--- src/sv/ctt_ram.sv ---
// Generic simple dual-port RAM (one write port, one read port) with registered read.
module ctt_ram #(
    parameter int WIDTH = 8,
    parameter int DEPTH = 64
) (
    input  logic                     clk,
    input  logic                     we,
    input  logic [$clog2(DEPTH)-1:0] waddr,
    input  logic [WIDTH-1:0]         wdata,
    input  logic [$clog2(DEPTH)-1:0] raddr,
    output logic [WIDTH-1:0]         rdata
);
    logic [WIDTH-1:0] mem [DEPTH];

    always_ff @(posedge clk)
    begin
        if (we)
        begin
            mem[waddr] <= wdata;
        end
        rdata <= mem[raddr];
    end
endmodule

--- config.mk ---
export PLATFORM = sky130hd
export DESIGN_NAME = ctt_ram
export DESIGN_NICKNAME = d
export VERILOG_FILES = /design/src/sv/ctt_ram.sv
export SDC_FILE = /design/constraint.sdc
export NUM_CORES = 1
export LEC_CHECK = 0
export BUFFER_PORTS_ARGS = -buffer_cell sky130_fd_sc_hd__buf_2
export CORE_MARGIN = 2
export CORE_UTILIZATION = 67
export DETAILED_ROUTE_END_ITERATION = 7
export GPL_TIMING_DRIVEN = 1
export PLACE_DENSITY = 0.95
export SYNTH_ARGS = -nofsm -noshare
export SYNTH_HDL_FRONTEND = slang
export SYNTH_SLANG_ARGS = --single-unit
--- constraint.sdc ---
create_clock -name clk -period 4.2 [get_ports clk]
set_input_delay 0.42 -clock clk [delete_from_list [all_inputs] [get_ports clk]]
set_output_delay 0.42 -clock clk [all_outputs]
set_load 0.01 [all_outputs]
==> results of run 1 <==
[state kept, by name, indices dropped and copies added (netlist names)]
name   cells
mem      512
rdata      8
[power by group through the flow]
stage / registers, W / clock network [W] / logic (W)
global route: 0.00577 / 0.00466 / 0.000559
detailed placement: 0.00588 / 0 / 0.000510
floorplan: 0.00587 / 0 / 0.000306
finish: 0.00577 / 0.00450 / 0.000538
CTS: 0.00577 / 0.00449 / 0.000527
global placement: 0.00587 / 0 / 0.000479
[final cells by class]
| type | count | area [um2] | area share |
|---|---|---|---|
| multi-input combinational | 369 | 4315 | 0.1944 |
| sequential | 520 | 15530 | 0.6998 |
| tap | 390 | 488.0 | 0.02198 |
| timing repair buffer | 40 | 254.0 | 0.01144 |
| clock buffer | 58 | 1281 | 0.05771 |
| clock inverter | 30 | 326.6 | 0.01471 |
[cells in the final DEF (no fill, tap or decap), types with 3 or more instances in the layout]
cell	n
mux2i_1	23
buf_4	12
nand2_1	19
mux4_2	126
nor2b_1	14
dfxtp_1	8
nor2_1	83
nand3b_1	3
bufinv_16	7
edfxtp_1	512
clkinv_2	10
clkinv_1	11
mux2_2	13
o2111ai_1	3
o22ai_1	8
o221ai_1	8
nor3_1	7
clkbuf_16	50
buf_2	26
o2bb2ai_1	3
nand3_1	13
a22oi_1	3
a221oi_1	6
clkbuf_1	8
a211oi_1	4
nand2b_1	7
a21oi_1	3
[per-stage QoR]
stage / power (W) / hold slack, ns
2_1_floorplan: 0.006173 / 0.5189
3_3_place_gp: 0.006351 / 0.8151
3_5_place_dp: 0.006387 / 0.8597
4_1_cts: 0.01078 / 0.2532
5_1_grt: 0.01099 / 0.2941
6_report: 0.01081 / 0.2862
[logic make-up (layout without fill, tap and decap cells)]
| kind of cell | after synthesis | count (layout) | synth area share |
|---|---|---|---|
| flops | 520 | 520 | 0.7703 |
| mux | 162 | 162 | 0.1594 |
| simple gates | 153 | 153 | 0.03387 |
| compound gates | 54 | 54 | 0.02072 |
| buf+inv | 51 | 128 | 0.01570 |
[worst min-delay path: cells and delay by family]
| family | cells | cell delay [ns] |
|---|---|---|
| AOI/OAI and AO/OA | 1 | 0.06 |
| buffers and inverters | 1 | 0.23 |
| and+or+nand+nor | 1 | 0.10 |
[layer usage]
layer  up-vias  share of wire
li1       3995              -
met1      5334           0.34
met2      1082           0.48
met3       181           0.14
met4         4          0.045
met5         -        0.00055
[final timing paths]
| path | cells past startpoint | startpoint | to | slack [ns] |
|---|---|---|---|---|
| hold reg to reg | 4 | mem[2][7] | rdata[7] | 0.85 |
| hold / removal | 3 | raddr[5] | rdata[0] | 0.29 |
| setup reg to reg | 5 | mem[16][6] | rdata[6] | 1.74 |
| setup / recovery | 6 | raddr[0] | rdata[6] | 1.46 |
==> impl_metrics.tcl, run 1 <==
set metrics [dict create \
    gp_congestion 0.8461 \
    criticalPathCategory "input port to register" \
    cts_setup_buffers 0 \
    grt.met3_usage 0.08355 \
    syn_inst 940 \
    insertion_delay_ns 0.57 \
    coreArea_um2 29640 \
    wirelength_um 50720 \
    crit_path_top_delay_cell "clkbuf_8" \
    fin_ws_ns 1.464 \
    final_cells 1407 \
    post-place-cells 1319 \
    slowest_delay_ns 0.64 \
    synth_top_area_cell "edfxtp_1" \
    pre_cts_ws_ns 1.102 \
    tritoncts "built" \
    diodes 0 \
    fmax_mhz 365.5 \
    synth_area_um2 20170 \
    cp_data_arrival_time_ns 3.15 \
    cts-resized-gates 0 \
    min_period_over_period 0.6514 \
    post_dp_cell_area_um2 20590 \
    syn-num-nets 962 \
    die_w_um 177.5 \
    grt_usage 0.3394 \
    max_slew_margin 0.09944 \
    dpl.hpwl_um 27550 \
    num_rows 63 \
    grt_pass1_wl_um 74440 \
    p_switching_w 0.002269 \
    power_frac_seq 0.534 \
    ys_top_cells_by_count "edfxtp_1, mux4_2, nor2_1" \
    setup-violations-final 0 \
    internal_power_w 0.008540 \
    wire_per_inst_um 36.05 \
    yosysWarnings 0 \
    ys_ff_latch 520 \
    cp-start-kind "input port" \
    fin_nets 1001 \
    vias 10600 \
    antenna_left 0 \
    post-route-util 0.7490 \
    status "complete, no violations" \
    tightest_slew_ns 1.351 \
    first_pass_iters 6 \
    timing.final.crit_period_ns 2.736 \
    fp.dieH_um 177.5 \
    start_util 0.6804 \
    peakVddDrop_uv 343.4 \
    area_delta_synth_final_pct 10.08 \
    synth_enable_flop_cells 512 \
    p_comb_frac 0.050 \
    cp-end-kind "register" \
    critPathTopFamily "multiplexers" \
    synthTopCellsByArea "edfxtp_1, mux4_2, nor2_1, mux2i_1, dfxtp_1" \
    avgSynthCellArea_um2 21.45 \
    synth-async-reset-ratio 0 \
    clk_path_buf_depth 3 \
    critical_path.max_fanout 73 \
    drive_gt1_frac 0.2458 \
    finClkSkew_ns 0.02128 \
    synth_top_area_frac 0.7624 \
    p_leak_nw 6.921 \
    cts_buffers 48 \
    avgViaCountPerCell 7.531 \
    powerDensity_nw_per_um2 486.9 \
    grt_use_met2 0.5270 \
    p_sw_frac 0.2099 \
    overflow 0 \
    maxSlewViolCount 0 \
    drc_errors 0 \
    io_buffers 29 \
    clkPwrFrac 0.417 \
    grt_use_met1 0.4773 \
    cap_violations 0 \
    holdBufCountCts 0 \
    io_pins 30 \
    crit_buf_inv 1 \
    clk_pin_slew_ns 0.06 \
    synth.distinct_cells 40 \
    grt_pass1_vias 10520 \
    grt_start_max_net_pins 74 \
    min_path_type "input port to register" \
    rsz0062_at_grt "false" \
    postLayoutCellArea_um2 22200 \
    fin_tns_setup_ns 0 \
    final-hold-violation-count 0 \
    ys_seq_area_frac 0.7703 \
    dieArea_um2 31500 \
    first_iter_violations 2049 \
    busiest_layer "met2" \
    antenna_found_initial 2 \
    cts.sinks 520 \
    root_buffer "clkbuf_16" \
    cts_max_level 2 \
    synth_ff_type "edfxtp_1" \
    synth_most_common_cell "edfxtp_1" \
    n_fill_cell 1476 \
    path_cells "clkbuf_8 -> mux4_2 -> mux2_2 -> o221a_2 -> nor3_1 -> o32ai_1" \
    worstPathRequired_ns 4.61 \
]
Power figures use the tool's default switching activity.
==> run 2: changes to the inputs <==
ABC_AREA = 1   (was unset)
CORE_UTILIZATION = 57   (was 67)
PLACE_DENSITY = 0.87   (was 0.95)
clock period = 2.2 ns   (was 4.2 ns; I/O delays follow)
==> impl_metrics.tcl, run 2 <==
set metrics [dict create \
    dpl.hpwl_um 31820 \
    die_w_um 197.5 \
    final-hold-violation-count 0 \
    reg_top3 "mem: 512 flops, rdata: 8 flops" \
    cts-resized-gates 0 \
    critical_path.max_fanout 66 \
    grt_pass1_wl_um 82680 \
    first_iter_violations 2333 \
    ys_top_cells_by_count "nand2_1, edfxtp_1, nand3_1" \
    whs_endpoint "rdata[0]" \
    regMostFlops "mem" \
    antenna_found_initial 3 \
    grt_start_max_net_pins 89 \
    totalPowerFinal_w 0.02091 \
    final_common_cell "nand2_1" \
    drc_errors 0 \
    peakVddDrop_uv 600.8 \
    ys_seq_area_frac 0.7280 \
    critPathTopFamily "simple AND/OR/NAND/NOR gates" \
    wire_per_inst_um 22.50 \
    powerDensity_nw_per_um2 872.0 \
    reg2reg_depth 8 \
    dr_wl_met3_um 7053 \
    cts_max_level 2 \
    first_pass_iters 6 \
    grt_usage 0.2814 \
    synth_top_area_cell "edfxtp_1" \
    n_fill_cell 2355 \
    cp-end-kind "register" \
    worstPathRequired_ns 2.72 \
    io_buffers 29 \
    avgSynthCellArea_um2 11.82 \
    coreArea_um2 36700 \
    r2r_slack_ns 0.66 \
    tightest_slew_ns 1.276 \
    dieArea_um2 39000 \
    synth_most_common_cell "nand2_1" \
    fp.dieH_um 197.5 \
    yosysWarnings 0 \
    root_buffer "clkbuf_16" \
    r2r_end "rdata[2]" \
    largest_reg_flops 512 \
    hp-start "raddr[5]" \
    timing.final.crit_period_ns 1.662 \
    crit_buf_inv 2 \
    wl_met2_um 25130 \
    cts_buffers 49 \
    fin_tns_setup_ns 0 \
    fmax_mhz 601.8 \
    cp_data_arrival_time_ns 2.18 \
    start_util 0.5815 \
    holdBufCountCts 0 \
    highest_layer "met4" \
    finClkSkew_ns 0.01860 \
    final_cell_mix "nand2_1, edfxtp_1, nand3_1, buf_4, nor2_1" \
    syn_inst 1805 \
    vias 15040 \
    clk_path_buf_depth 3 \
    synth_area_um2 21340 \
    status "complete, no violations" \
    clk_pin_slew_ns 0.06 \
    min_period_over_period 0.7553 \
    max_slew_margin 0.1487 \
    hold_path_depth 3 \
    path_cells "buf_6 -> buf_4 -> nand2_1 -> nand3_1 -> nand3_1 -> nand2_1 -> nand2_1 -> nand3_1 -> nand3_1 -> nand2_1" \
    crit_path_top_delay_cell "buf_4" \
    synth-async-reset-ratio 0 \
    maxSlewViolCount 0 \
    synth_enable_flop_cells 512 \
    setup-violations-final 0 \
    num_rows 70 \
    drive_gt1_frac 0.1120 \
    reg2reg_from "mem[55][2]" \
    synth.distinct_cells 16 \
    cts_setup_buffers 0 \
    ys_ff_latch 520 \
    synth_top_area_frac 0.7205 \
    min_path_type "input port to register" \
    io_pins 30 \
    avgViaCountPerCell 6.268 \
    overflow 0 \
    antenna_left 0 \
    wirelength_um 54000 \
    cap_violations 0 \
    rsz0062_at_grt "false" \
    area_delta_synth_final_pct 12.38 \
    fin_nets 1910 \
    tritoncts "built" \
    synthTopCellsByArea "edfxtp_1, nand2_1, nand3_1, buf_6, nor2_1" \
    syn-num-nets 1827 \
    insertion_delay_ns 0.57 \
    wl_met1_um 18820 \
    slowest_delay_ns 0.61 \
    cts.sinks 520 \
    synth_ff_type "edfxtp_1" \
    cp-start-kind "input port" \
    p_leak_nw 8.835 \
    grt_pass1_vias 14610 \
    gp_congestion 0.9207 \
    criticalPathCategory "input port to register" \
]
-- run 2: cell types whose count changed after synthesis, moves of 26 or more --
cell,previous run,this run
nand2_1,19,648
nand3_1,13,439
mux4_2,126,0
buf_6,4,35
nor2_1,83,56
buf_2,11,37
-- run 2: worst max-delay path by stage --
stage	from	end	slack, ns	depth (start not counted)
after floorplan	we	mem[48][0]	0.21	3
after global placement	raddr[1]	rdata[5]	0.21	10
after detailed placement	raddr[0]	rdata[2]	0.17	11
after CTS	raddr[0]	rdata[4]	0.71	10
after global routing	raddr[0]	rdata[2]	0.52	11
final	raddr[0]	rdata[0]	0.54	10
-- run 2: through the flow --
stage | cell area (um2) | setup slack (ns) | util | std cells | hold WS (ns)
after floorplan | 21340 | 0.2139 | - | 1805 | 0.3189
after global placement | 22340 | 0.2105 | 0.6089 | 2305 | 0.6101
after detailed placement | 22340 | 0.1737 | 0.6089 | 2305 | 0.6197
after CTS | 23970 | 0.7052 | 0.6532 | 2396 | 0.04182
after global routing | 23970 | 0.5198 | 0.6533 | 2397 | 0.04988
final | 23980 | 0.5384 | 0.6535 | 2400 | 0.06514
-- run 2: logic make-up after synthesis --
| logic type | count (synthesis) | share of synthesized area |
|---|---|---|
| simple gates | 1160 | 0.2318 |
| buf+inv | 125 | 0.04022 |
| flops | 520 | 0.7280 |
-- run 2: area by class of cell --
cell class,instances,area (um2),area share
sequential,520,15530,0.6478
antenna,4,10.01,0.0004174
tap,468,585.6,0.02442
clock buffer,66,1363,0.05682
clock inverter,25,265.3,0.01106
multi-input combinational,1160,4946,0.2062
inverter,12,52.55,0.002191
timing repair buffer,145,1225,0.05108
-- run 2: layer usage --
metal / global-route usage / vias to the layer above
li1: - / 6517
met5: 0 / -
met1: 0.3694 / 7059
met3: 0.06249 / 238
met2: 0.4463 / 1230
met4: 0.1426 / 0
-- run 2: power breakdown --
group / internal, W / leakage (nW) / switching, W
logic: 0.000360 / 3.36 / 0.000997
registers: 0.0110 / 4.67 / 0.0000284
clock network: 0.00504 / 0.798 / 0.00353
-- run 2: tightest hold or removal path: stages --
cell,delay [ns]
buf_2,0.18
nand3_1,0.13
nand2_1,0.06
